## src/sv/tcpi_pkg.sv

```systemverilog
// Shared types, constants and the control store for the traction control PI trim block.
// Used by every module of the block; depends on nothing.

package tcpi_pkg;

  localparam int unsigned StepW     = 4;
  localparam int unsigned DivW      = 50;
  localparam int unsigned DivisorW  = 10;
  localparam int unsigned DivCountW = 5;
  localparam int unsigned InDataW   = 64;
  localparam int unsigned OutDataW  = 72;
  localparam int unsigned CfgIndexW = 3;
  localparam int unsigned CfgDataW  = 31;

  // pi/30 * 256000 in Q16
  localparam logic [30:0] Rpmk = 31'd1756905951;
  // integral term divides by 1000 after a 14 bit shift
  localparam logic [DivisorW-1:0] IntegDivisor = 10'd1000;
  // quotient bit pairs per division: 32 bit speed quotient, 50 bit trim quotient
  localparam logic [DivCountW-1:0] RawDivSteps  = 5'd16;
  localparam logic [DivCountW-1:0] TrimDivSteps = 5'd25;
  localparam logic [15:0] WeightOne = 16'd32768;

  localparam logic [15:0] FilterWeightRst   = 16'd8192;
  localparam logic [30:0] AccelThresholdRst = 31'd51200;
  localparam logic [15:0] PropGainRst       = 16'd4096;
  localparam logic [15:0] IntegGainRst      = 16'd4096;
  localparam logic [14:0] MaxTrimRst        = 15'd3200;

  typedef enum logic [CfgIndexW-1:0] {
    CfgFilterWeight   = 3'd0,
    CfgAccelThreshold = 3'd1,
    CfgPropGain       = 3'd2,
    CfgIntegGain      = 3'd3,
    CfgMaxTrim        = 3'd4
  } cfg_idx_e;

  typedef enum logic [3:0] {
    OpNop,
    OpLoad,
    OpSpeed,
    OpDivRaw,
    OpRaw,
    OpEma,
    OpErr,
    OpIntAdd,
    OpPropAcc,
    OpLoSave,
    OpDivTrim,
    OpTrimSum,
    OpOut
  } op_e;

  typedef enum logic [2:0] {
    MulNone,
    MulRpm,
    MulEma,
    MulInteg,
    MulProp,
    MulIntLo,
    MulIntHi
  } mul_sel_e;

  typedef enum logic [2:0] {
    CondNever,
    CondAlways,
    CondNoInput,
    CondDtZero,
    CondErrLe0,
    CondDivBusy,
    CondOutFull
  } cond_e;

  typedef struct packed {
    op_e              op;
    mul_sel_e         mul;
    cond_e            cond;
    logic [StepW-1:0] target;
  } uop_t;

  typedef struct packed {
    logic no_input;
    logic dt_zero;
    logic err_le0;
    logic div_busy;
    logic out_full;
  } status_t;

  typedef struct packed {
    logic                 start;
    logic [DivW-1:0]      dividend;
    logic [DivisorW-1:0]  divisor;
    logic [DivCountW-1:0] steps;
  } div_req_t;

  localparam logic [StepW-1:0] StepIdle     = 4'd0;
  localparam logic [StepW-1:0] StepRawWait  = 4'd3;
  localparam logic [StepW-1:0] StepEma      = 4'd5;
  localparam logic [StepW-1:0] StepTrimWait = 4'd13;
  localparam logic [StepW-1:0] StepOut      = 4'd15;

  // Control store. A taken condition jumps to target, otherwise the step
  // counter advances; the last step wraps back to idle.
  function automatic uop_t uop_rom(input logic [StepW-1:0] step);
    uop_t u;
    case (step)
      4'd0:  u = '{op: OpLoad,    mul: MulNone,  cond: CondNoInput, target: StepIdle};
      4'd1:  u = '{op: OpSpeed,   mul: MulRpm,   cond: CondDtZero,  target: StepEma};
      4'd2:  u = '{op: OpDivRaw,  mul: MulNone,  cond: CondNever,   target: StepIdle};
      4'd3:  u = '{op: OpNop,     mul: MulNone,  cond: CondDivBusy, target: StepRawWait};
      4'd4:  u = '{op: OpRaw,     mul: MulNone,  cond: CondNever,   target: StepIdle};
      4'd5:  u = '{op: OpNop,     mul: MulEma,   cond: CondNever,   target: StepIdle};
      4'd6:  u = '{op: OpEma,     mul: MulNone,  cond: CondNever,   target: StepIdle};
      4'd7:  u = '{op: OpErr,     mul: MulNone,  cond: CondErrLe0,  target: StepOut};
      4'd8:  u = '{op: OpNop,     mul: MulInteg, cond: CondNever,   target: StepIdle};
      4'd9:  u = '{op: OpIntAdd,  mul: MulProp,  cond: CondNever,   target: StepIdle};
      4'd10: u = '{op: OpPropAcc, mul: MulIntLo, cond: CondNever,   target: StepIdle};
      4'd11: u = '{op: OpLoSave,  mul: MulIntHi, cond: CondNever,   target: StepIdle};
      4'd12: u = '{op: OpDivTrim, mul: MulNone,  cond: CondNever,   target: StepIdle};
      4'd13: u = '{op: OpNop,     mul: MulNone,  cond: CondDivBusy, target: StepTrimWait};
      4'd14: u = '{op: OpTrimSum, mul: MulNone,  cond: CondNever,   target: StepIdle};
      4'd15: u = '{op: OpOut,     mul: MulNone,  cond: CondOutFull, target: StepOut};
      default: u = '{op: OpNop,   mul: MulNone,  cond: CondAlways,  target: StepIdle};
    endcase
    return u;
  endfunction

endpackage

```

## src/sv/tcpi_div.sv

```systemverilog
// Shared unsigned divider, restoring, two quotient bits per cycle.
// Depends on tcpi_pkg for widths and the request struct.

module tcpi_div (
  input  logic                           clk_i,
  input  logic                           rst_ni,
  input  tcpi_pkg::div_req_t             req_i,
  output logic [tcpi_pkg::DivW-1:0]      quo_o,
  output logic                           busy_o
);

  logic [tcpi_pkg::DivW-1:0]      quo_q, quo_d;
  logic [tcpi_pkg::DivisorW-1:0]  rem_q, rem_d;
  logic [tcpi_pkg::DivisorW-1:0]  den_q;
  logic [tcpi_pkg::DivCountW-1:0] cnt_q, cnt_d;
  logic                           busy_q, busy_d;

  logic [tcpi_pkg::DivisorW:0] r_a, r_b, s_a, s_b;
  logic                        ge_a, ge_b;

  always_comb begin
    r_a  = {rem_q, quo_q[tcpi_pkg::DivW-1]};
    ge_a = r_a >= {1'b0, den_q};
    s_a  = ge_a ? r_a - {1'b0, den_q} : r_a;
    r_b  = {s_a[tcpi_pkg::DivisorW-1:0], quo_q[tcpi_pkg::DivW-2]};
    ge_b = r_b >= {1'b0, den_q};
    s_b  = ge_b ? r_b - {1'b0, den_q} : r_b;
  end

  always_comb begin
    quo_d  = quo_q;
    rem_d  = rem_q;
    cnt_d  = cnt_q;
    busy_d = busy_q;
    if (req_i.start) begin
      quo_d  = req_i.dividend;
      rem_d  = '0;
      cnt_d  = req_i.steps;
      busy_d = 1'b1;
    end else if (busy_q) begin
      quo_d  = {quo_q[tcpi_pkg::DivW-3:0], ge_a, ge_b};
      rem_d  = s_b[tcpi_pkg::DivisorW-1:0];
      cnt_d  = cnt_q - 1'b1;
      busy_d = cnt_q != tcpi_pkg::DivCountW'(1);
    end
  end

  always_ff @(posedge clk_i or negedge rst_ni) begin
    if (!rst_ni) begin
      cnt_q  <= '0;
      busy_q <= 1'b0;
    end else begin
      cnt_q  <= cnt_d;
      busy_q <= busy_d;
    end
  end

  always_ff @(posedge clk_i) begin
    quo_q <= quo_d;
    rem_q <= rem_d;
    if (req_i.start) begin
      den_q <= req_i.divisor;
    end
  end

  assign quo_o  = quo_q;
  assign busy_o = busy_q;

endmodule

```

## src/sv/tcpi_seq.sv

```systemverilog
// Step counter and control store lookup with conditional jumps.
// Depends on tcpi_pkg for the control word, status struct and program.

module tcpi_seq (
  input  logic              clk_i,
  input  logic              rst_ni,
  input  tcpi_pkg::status_t status_i,
  output tcpi_pkg::uop_t    uop_o
);

  logic [tcpi_pkg::StepW-1:0] step_q, step_d;
  logic                       take;

  assign uop_o = tcpi_pkg::uop_rom(step_q);

  always_comb begin
    case (uop_o.cond)
      tcpi_pkg::CondNever:   take = 1'b0;
      tcpi_pkg::CondAlways:  take = 1'b1;
      tcpi_pkg::CondNoInput: take = status_i.no_input;
      tcpi_pkg::CondDtZero:  take = status_i.dt_zero;
      tcpi_pkg::CondErrLe0:  take = status_i.err_le0;
      tcpi_pkg::CondDivBusy: take = status_i.div_busy;
      tcpi_pkg::CondOutFull: take = status_i.out_full;
      default:               take = 1'b0;
    endcase
    step_d = take ? uop_o.target : step_q + tcpi_pkg::StepW'(1);
  end

  always_ff @(posedge clk_i or negedge rst_ni) begin
    if (!rst_ni) begin
      step_q <= tcpi_pkg::StepIdle;
    end else begin
      step_q <= step_d;
    end
  end

endmodule

```

## src/sv/tcpi_dp.sv

```systemverilog
// Datapath: config registers, filter and integrator state, shared multiplier,
// input capture and output register. Depends on tcpi_pkg; driven by tcpi_seq.

module tcpi_dp (
  input  logic                               clk_i,
  input  logic                               rst_ni,
  input  logic                               cfg_we_i,
  input  logic [tcpi_pkg::CfgIndexW-1:0]     cfg_index_i,
  input  logic [tcpi_pkg::CfgDataW-1:0]      cfg_wdata_i,
  input  logic                               s_tvalid_i,
  output logic                               s_tready_o,
  input  logic [tcpi_pkg::InDataW-1:0]       s_tdata_i,
  output logic                               m_tvalid_o,
  input  logic                               m_tready_i,
  output logic [tcpi_pkg::OutDataW-1:0]      m_tdata_o,
  input  tcpi_pkg::uop_t                     uop_i,
  output tcpi_pkg::status_t                  status_o,
  output tcpi_pkg::div_req_t                 div_req_o,
  input  logic [tcpi_pkg::DivW-1:0]          div_quo_i,
  input  logic                               div_busy_i
);

  // configuration
  logic [15:0] fw_q, pg_q, ig_q;
  logic [30:0] thr_q;
  logic [14:0] mt_q;

  // captured request
  logic signed [15:0] speed_q, treq_q, tpl_q;
  logic        [9:0]  dt_q;

  // loop state
  logic signed [15:0] last_speed_q, last_speed_d;
  logic signed [31:0] last_raw_q, last_raw_d;
  logic signed [31:0] y_q, y_d;
  logic        [46:0] integ_q, integ_d;

  // scratch
  logic        neg_q, neg_d;
  logic [30:0] err_q, err_d;
  logic [32:0] acc_q, acc_d;
  logic [39:0] lo_q, lo_d;
  logic [14:0] trim_q, trim_d;

  logic signed [33:0] mul_a;
  logic signed [16:0] mul_b;
  logic signed [50:0] prod_q, prod_d;

  logic                                out_valid_q, out_valid_d;
  logic [tcpi_pkg::OutDataW-1:0]       out_data_q;

  logic signed [16:0] dv, dv_neg;
  logic        [15:0] dv_mag;
  logic signed [32:0] ema_diff, err_full;
  logic        [15:0] w_eff;
  logic               err_le0;
  logic signed [31:0] raw_pos, raw_val;
  logic        [46:0] raw_num;
  logic        [47:0] integ_sum;
  logic        [40:0] trim_sum;
  logic signed [15:0] trim_s, trim_fin;
  logic signed [16:0] tout;
  logic               accept, out_full, out_load;

  assign s_tready_o = uop_i.op == tcpi_pkg::OpLoad;
  assign accept     = s_tready_o & s_tvalid_i;

  always_ff @(posedge clk_i or negedge rst_ni) begin
    if (!rst_ni) begin
      fw_q  <= tcpi_pkg::FilterWeightRst;
      thr_q <= tcpi_pkg::AccelThresholdRst;
      pg_q  <= tcpi_pkg::PropGainRst;
      ig_q  <= tcpi_pkg::IntegGainRst;
      mt_q  <= tcpi_pkg::MaxTrimRst;
    end else if (cfg_we_i) begin
      case (cfg_index_i)
        tcpi_pkg::CfgFilterWeight:   fw_q  <= cfg_wdata_i[15:0];
        tcpi_pkg::CfgAccelThreshold: thr_q <= cfg_wdata_i;
        tcpi_pkg::CfgPropGain:       pg_q  <= cfg_wdata_i[15:0];
        tcpi_pkg::CfgIntegGain:      ig_q  <= cfg_wdata_i[15:0];
        tcpi_pkg::CfgMaxTrim:        mt_q  <= cfg_wdata_i[14:0];
        default: ;
      endcase
    end
  end

  // operand preparation
  always_comb begin
    dv       = {speed_q[15], speed_q} - {last_speed_q[15], last_speed_q};
    dv_neg   = -dv;
    dv_mag   = dv[16] ? dv_neg[15:0] : dv[15:0];
    ema_diff = {last_raw_q[31], last_raw_q} - {y_q[31], y_q};
    w_eff    = (fw_q > tcpi_pkg::WeightOne) ? tcpi_pkg::WeightOne : fw_q;
    err_full = {y_q[31], y_q} - {2'b00, thr_q};
    err_le0  = err_full[32] | (err_full == '0);
    raw_pos  = {1'b0, div_quo_i[30:0]};
    raw_val  = neg_q ? -raw_pos : raw_pos;
    // rounding: add half the divisor before the shift and divide
    raw_num  = prod_q[46:0] + {22'b0, dt_q, 15'b0};
    integ_sum = {1'b0, integ_q} + {7'b0, prod_q[40:0]};
    trim_sum  = {8'b0, acc_q} + {1'b0, div_quo_i[39:0]};
    trim_s    = {1'b0, trim_q};
    trim_fin  = (treq_q < trim_s) ? treq_q : trim_s;
    tout      = {tpl_q[15], tpl_q} - {trim_fin[15], trim_fin};
  end

  // shared multiplier, product registered
  always_comb begin
    case (uop_i.mul)
      tcpi_pkg::MulRpm: begin
        mul_a = {3'b0, tcpi_pkg::Rpmk};
        mul_b = {1'b0, dv_mag};
      end
      tcpi_pkg::MulEma: begin
        mul_a = {ema_diff[32], ema_diff};
        mul_b = {1'b0, w_eff};
      end
      tcpi_pkg::MulInteg: begin
        mul_a = {3'b0, err_q};
        mul_b = {7'b0, dt_q};
      end
      tcpi_pkg::MulProp: begin
        mul_a = {3'b0, err_q};
        mul_b = {1'b0, pg_q};
      end
      tcpi_pkg::MulIntLo: begin
        mul_a = {10'b0, integ_q[23:0]};
        mul_b = {1'b0, ig_q};
      end
      tcpi_pkg::MulIntHi: begin
        mul_a = {11'b0, integ_q[46:24]};
        mul_b = {1'b0, ig_q};
      end
      default: begin
        mul_a = '0;
        mul_b = '0;
      end
    endcase
    prod_d = 51'(mul_a) * 51'(mul_b);
  end

  assign out_full = out_valid_q & ~m_tready_i;
  assign out_load = (uop_i.op == tcpi_pkg::OpOut) & ~out_full;

  always_comb begin
    last_speed_d = last_speed_q;
    last_raw_d   = last_raw_q;
    y_d          = y_q;
    integ_d      = integ_q;
    neg_d        = neg_q;
    err_d        = err_q;
    acc_d        = acc_q;
    lo_d         = lo_q;
    trim_d       = trim_q;
    div_req_o    = '{start: 1'b0, dividend: '0, divisor: dt_q,
                     steps: tcpi_pkg::RawDivSteps};
    case (uop_i.op)
      tcpi_pkg::OpSpeed: begin
        last_speed_d = speed_q;
        neg_d        = dv[16];
      end
      tcpi_pkg::OpDivRaw: begin
        div_req_o = '{start: 1'b1, dividend: {1'b0, raw_num[46:16], 18'b0},
                      divisor: dt_q, steps: tcpi_pkg::RawDivSteps};
      end
      tcpi_pkg::OpRaw: begin
        last_raw_d = raw_val;
      end
      tcpi_pkg::OpEma: begin
        // floor of the product over 2^15
        y_d = y_q + $signed(prod_q[46:15]);
      end
      tcpi_pkg::OpErr: begin
        err_d = err_full[30:0];
        if (err_le0) begin
          integ_d = '0;
          trim_d  = '0;
        end
      end
      tcpi_pkg::OpIntAdd: begin
        integ_d = integ_sum[47] ? '1 : integ_sum[46:0];
      end
      tcpi_pkg::OpPropAcc: begin
        acc_d = prod_q[46:14];
      end
      tcpi_pkg::OpLoSave: begin
        lo_d = prod_q[39:0];
      end
      tcpi_pkg::OpDivTrim: begin
        // (hi * 2^24 + lo) >> 14, then divided by 1000
        div_req_o = '{start: 1'b1,
                      dividend: {1'b0, prod_q[38:0], 10'b0} + {24'b0, lo_q[39:14]},
                      divisor: tcpi_pkg::IntegDivisor, steps: tcpi_pkg::TrimDivSteps};
      end
      tcpi_pkg::OpTrimSum: begin
        trim_d = (trim_sum > {26'b0, mt_q}) ? mt_q : trim_sum[14:0];
      end
      default: ;
    endcase
  end

  always_comb begin
    out_valid_d = (out_valid_q & ~m_tready_i) | out_load;
  end

  always_ff @(posedge clk_i or negedge rst_ni) begin
    if (!rst_ni) begin
      last_speed_q <= '0;
      last_raw_q   <= '0;
      y_q          <= '0;
      integ_q      <= '0;
      out_valid_q  <= 1'b0;
    end else begin
      last_speed_q <= last_speed_d;
      last_raw_q   <= last_raw_d;
      y_q          <= y_d;
      integ_q      <= integ_d;
      out_valid_q  <= out_valid_d;
    end
  end

  always_ff @(posedge clk_i) begin
    prod_q <= prod_d;
    neg_q  <= neg_d;
    err_q  <= err_d;
    acc_q  <= acc_d;
    lo_q   <= lo_d;
    trim_q <= trim_d;
    if (accept) begin
      speed_q <= $signed(s_tdata_i[15:0]);
      dt_q    <= s_tdata_i[25:16];
      treq_q  <= $signed(s_tdata_i[41:26]);
      tpl_q   <= $signed(s_tdata_i[57:42]);
    end
    if (out_load) begin
      out_data_q <= {7'b0, tout, trim_fin, y_q};
    end
  end

  assign status_o = '{no_input: ~s_tvalid_i, dt_zero: dt_q == '0, err_le0: err_le0,
                      div_busy: div_busy_i, out_full: out_full};

  assign m_tvalid_o = out_valid_q;
  assign m_tdata_o  = out_data_q;

endmodule

```

## src/sv/traction_control_pi_trim.sv

```systemverilog
// Traction control PI trim. A zero tick below threshold runs no division; the shared
// divider (two quotient bits a cycle) sets the time from request to result when both
// divisions run. Requests are worked one at a time, a new one after the last result is loaded;
// the next request is taken while a result waits in the output register.
// Reset (async, active low) clears the step counter, divider, filter and integrator
// state and loads the register defaults; no clearing pass.

module traction_control_pi_trim (
  input  logic                               clk_i,
  input  logic                               rst_ni,
  input  logic                               cfg_we_i,
  input  logic [tcpi_pkg::CfgIndexW-1:0]     cfg_index_i,
  input  logic [tcpi_pkg::CfgDataW-1:0]      cfg_wdata_i,
  input  logic                               s_axis_tvalid_i,
  output logic                               s_axis_tready_o,
  // [15:0] speed_rpm, [25:16] tick_ms, [41:26] torque_request,
  // [57:42] limited_torque, [63:58] zero
  input  logic [tcpi_pkg::InDataW-1:0]       s_axis_tdata_i,
  output logic                               m_axis_tvalid_o,
  input  logic                               m_axis_tready_i,
  // [31:0] accel_filtered, [47:32] trim_torque, [64:48] torque_out, [71:65] zero
  output logic [tcpi_pkg::OutDataW-1:0]      m_axis_tdata_o
);

  tcpi_pkg::uop_t             uop;
  tcpi_pkg::status_t          status;
  tcpi_pkg::div_req_t         div_req;
  logic [tcpi_pkg::DivW-1:0]  div_quo;
  logic                       div_busy;

  tcpi_seq u_seq (
    .clk_i    (clk_i),
    .rst_ni   (rst_ni),
    .status_i (status),
    .uop_o    (uop)
  );

  tcpi_div u_div (
    .clk_i  (clk_i),
    .rst_ni (rst_ni),
    .req_i  (div_req),
    .quo_o  (div_quo),
    .busy_o (div_busy)
  );

  tcpi_dp u_dp (
    .clk_i       (clk_i),
    .rst_ni      (rst_ni),
    .cfg_we_i    (cfg_we_i),
    .cfg_index_i (cfg_index_i),
    .cfg_wdata_i (cfg_wdata_i),
    .s_tvalid_i  (s_axis_tvalid_i),
    .s_tready_o  (s_axis_tready_o),
    .s_tdata_i   (s_axis_tdata_i),
    .m_tvalid_o  (m_axis_tvalid_o),
    .m_tready_i  (m_axis_tready_i),
    .m_tdata_o   (m_axis_tdata_o),
    .uop_i       (uop),
    .status_o    (status),
    .div_req_o   (div_req),
    .div_quo_i   (div_quo),
    .div_busy_i  (div_busy)
  );

endmodule

```

## config.mk

```make
export PLATFORM = sky130hd
export DESIGN_NAME = traction_control_pi_trim
export DESIGN_NICKNAME = d
export VERILOG_FILES = /design/src/sv/tcpi_pkg.sv /design/src/sv/tcpi_div.sv /design/src/sv/tcpi_seq.sv /design/src/sv/tcpi_dp.sv /design/src/sv/traction_control_pi_trim.sv
export SDC_FILE = /design/constraint.sdc
export NUM_CORES = 2
export LEC_CHECK = 0
export ABC_AREA = 1
export BUFFER_PORTS_ARGS = -buffer_cell sky130_fd_sc_hd__buf_2
export CELL_PAD_IN_SITES_DETAIL_PLACEMENT = 0
export CELL_PAD_IN_SITES_GLOBAL_PLACEMENT = 1
export CORE_MARGIN = 10
export CORE_UTILIZATION = 49
export CTS_CLUSTER_SIZE = 24
export DETAILED_ROUTE_END_ITERATION = 10
export PLACE_DENSITY = 0.87
export SLEW_MARGIN = 20
export SYNTH_ARGS = -nofsm -noshare
export SYNTH_HDL_FRONTEND = slang
export SYNTH_HIERARCHICAL = 1
export SYNTH_SLANG_ARGS = --single-unit
```

## constraint.sdc

```tcl
create_clock -name clk_i -period 10.3 [get_ports clk_i]
set_input_delay 2.06 -clock clk_i [delete_from_list [all_inputs] [get_ports clk_i]]
set_output_delay 2.06 -clock clk_i [all_outputs]
set_load 0.01 [all_outputs]
```

==> flow_summary.json <==
{
  "portBuffers": 163,
  "grt_overflow": 0,
  "grt_usage": 0.291,
  "min_period_ps": 9790,
  "area_growth_pct": 8.96,
  "nFillCells": 11453,
  "ant_nets": 0,
  "dr.pass1.iters": 7,
  "p_switching_w": 0.0135,
  "cts_resized": 0,
  "core_sq_um": 118000,
  "crit_type": "reg2reg",
  "tns_ps": 0,
  "fmax_mhz": 102,
  "grt_max_degree": 130,
  "cts_root_buf": "clkbuf_16",
  "clock_latency_ps": 680,
  "gp_congestion": 1.00,
  "synth_area_sq_um": 58600,
  "p_comb_frac": 0.724,
  "multi_input_area_sq_um": 36500,
  "fin_nets": 8858,
  "dieArea_sq_um": 134000,
  "drive_above_1_share": 0.0715,
  "die_w_um": 366,
  "worst_path_max_delay_cell": "o21ai_1",
  "fin_skew_ps": 45.8,
  "finalHoldViolations": 0,
  "endpoint_kind": "flip-flop",
  "status": "finished clean",
  "grt_first_pass_wirelength_mm": 304,
  "hold_path_class": "reg2reg",
  "hold_start": "u_div/rem_q[7]",
  "dieHeight_um": 366,
  "r2r-end": "u_dp/prod_q[46]",
  "pwr-share-seq": 0.175,
  "slowest_delay_ps": 600,
  "switching_share": 0.563,
  "avgRoutedWirePerCell_um": 20.9,
  "drt_iter0_markers": 4393,
  "clk_pin_slew_ps": 60,
  "cp.required_ps": 10860,
  "maxSlewHeadroom": 0.255,
  "drt_wl_total_mm": 200,
  "p_clk_frac": 0.101,
  "postCtsSetupBuffers": 0,
  "cell_internal_pwr_w": 0.0105,
  "r2r_slack_ps": 510,
  "ir_drop_mv": 0.194,
  "cts_buffers": 70,
  "num_vias": 51913,
  "tightest_slew_ps": 1120,
  "fin_crit_sh": 0.950,
  "drc": 0,
  "yosysWarnings": 6,
  "antenna_found_initial": 17,
  "worstRegToRegCells": 32,
  "cts.sinks": 578,
  "cp_max_fo": 18,
  "io_pins": 177,
  "netlist_instances": 7688,
  "initial_core_util": 0.495,
  "worstHoldEndpoint": "u_div/rem_q[7]",
  "path_common_cell": "nand2_1",
  "place_hpwl_mm": 162,
  "leakagePower_nw": 31.8,
  "hold_depth": 2,
  "postCtsHoldBufs": 0,
  "cts_tree": "yes",
  "rsz0062_at_grt": "no",
  "regToRegStartpoint": "u_seq/step_q[1]",
  "power_density_nw_per_um2": 376,
  "regArea_sq_um": 15600,
  "setup_violations": 0,
  "clk_path_buf_depth": 3,
  "post_drt_via_cell_ratio": 5.45,
  "cap_violations": 0,
  "grt_pass1_vias": 51456,
  "num_rows": 126,
  "syn_area_per_cell_sq_um": 7.62,
  "htreeDepth": 3,
  "slew_violations": 0,
  "cp-start-kind": "flip-flop",
  "fin_util": 0.539,
  "cp.arrival_ps": 10350
}
## worst max-delay path: cells and delay by family (launching register included)
family,cells,cell delay [ps]
fa+ha+maj,8,3500
simple gates,11,1910
buf+inv,8,1740
xor+xnor,1,200
flops,1,440
compound gates,4,1810
## routing by layer
layer  global-route usage  part of all wire  vias to the layer above
met5                    0          0.000065                        -
met4                0.130             0.051                        2
met3               0.0384             0.070                      399
met2                0.483              0.46                     1822
met1                0.376              0.41                    24992
li1                     -                 -                    24698
## cell usage in the layout, fill, tap and decap left out, drive strengths merged, types with 10 or more instances in the layout
cell and n:
conb 10, nand3b 31, xor2 133, clkinv 35, clkbuf 97, o211ai 16, edfxtp 289, dfxtp 57
inv 1467, or2 26, a21boi 18, a31oi 38, ha 399, o22ai 17, nor2 664, a21oi 434
nand2 1926, o21ai 493, xnor2 67, o31ai 14, o21bai 32, buf 292, fa 494, nand4 92
a221oi 23, a21o 26, nand3 332, o21a 19, nor3 72, nor4 26, dfrtp 223
## worst max path at each step
| stage | cells past startpoint | to | slack [ps] | start |
|---|---|---|---|---|
| 2_1_floorplan | 37 | u_dp/prod_q[42] | 2450 | u_seq/step_q[0] |
| 6_report | 32 | u_dp/prod_q[46] | 510 | u_seq/step_q[1] |
| 5_1_grt | 37 | u_dp/prod_q[37] | 230 | u_seq/step_q[2] |
| 3_3_place_gp | 34 | u_dp/prod_q[46] | 750 | u_seq/step_q[0] |
| 3_5_place_dp | 36 | u_dp/prod_q[46] | 710 | u_seq/step_q[0] |
| 4_1_cts | 35 | u_dp/prod_q[46] | 720 | u_seq/step_q[0] |
## power by group through the flow
| stage | sequential (W) | combinational, W | clock (W) |
|---|---|---|---|
| 6_report | 0.00420 | 0.0174 | 0.00243 |
| 5_1_grt | 0.00424 | 0.0195 | 0.00256 |
| 4_1_cts | 0.00418 | 0.0172 | 0.00247 |
| 3_5_place_dp | 0.00422 | 0.0171 | 0 |
| 3_3_place_gp | 0.00421 | 0.0169 | 0 |
| 2_1_floorplan | 0.00383 | 0.0123 | 0 |
## flip-flops by register name, indices dropped and copies added, names as in the netlist, 16 cells and up
register,flops
u_div/quo_o,50
u_dp/acc_q,33
u_dp/err_q,31
u_dp/fw_q,16
u_dp/ig_q,16
u_dp/integ_q,47
u_dp/last_raw_q,32
u_dp/last_speed_q,16
u_dp/lo_q,26
u_dp/m_tdata_o,65
u_dp/pg_q,16
u_dp/prod_q,47
u_dp/speed_q,16
u_dp/thr_q,31
u_dp/tpl_q,16
u_dp/treq_q,16
u_dp/y_q,32
## stage by stage
| step | hold WS, ps | cell area (sq um) | cells | power, W | worst slack (ps) |
|---|---|---|---|---|---|
| 2_1_floorplan | 444 | 58600 | 7696 | 0.0161 | 2450 |
| 3_5_place_dp | 461 | 61500 | 9388 | 0.0213 | 713 |
| 4_1_cts | 472 | 63800 | 9518 | 0.0239 | 723 |
| 3_3_place_gp | 462 | 61500 | 9387 | 0.0211 | 749 |
| 6_report | 469 | 63800 | 9527 | 0.0240 | 514 |
| 5_1_grt | 491 | 63800 | 9522 | 0.0263 | 226 |
## area by class of cell
cell class / count / area share
Antenna cell: 7 / 0.000274
Clock buffer: 97 / 0.0304
Clock inverter: 33 / 0.00484
Inverter: 1470 / 0.0865
Multi-Input combinational cell: 5450 / 0.572
Sequential cell: 578 / 0.245
Tap cell: 1600 / 0.0314
Timing Repair Buffer: 292 / 0.0293
Power figures use the tool's default switching activity.
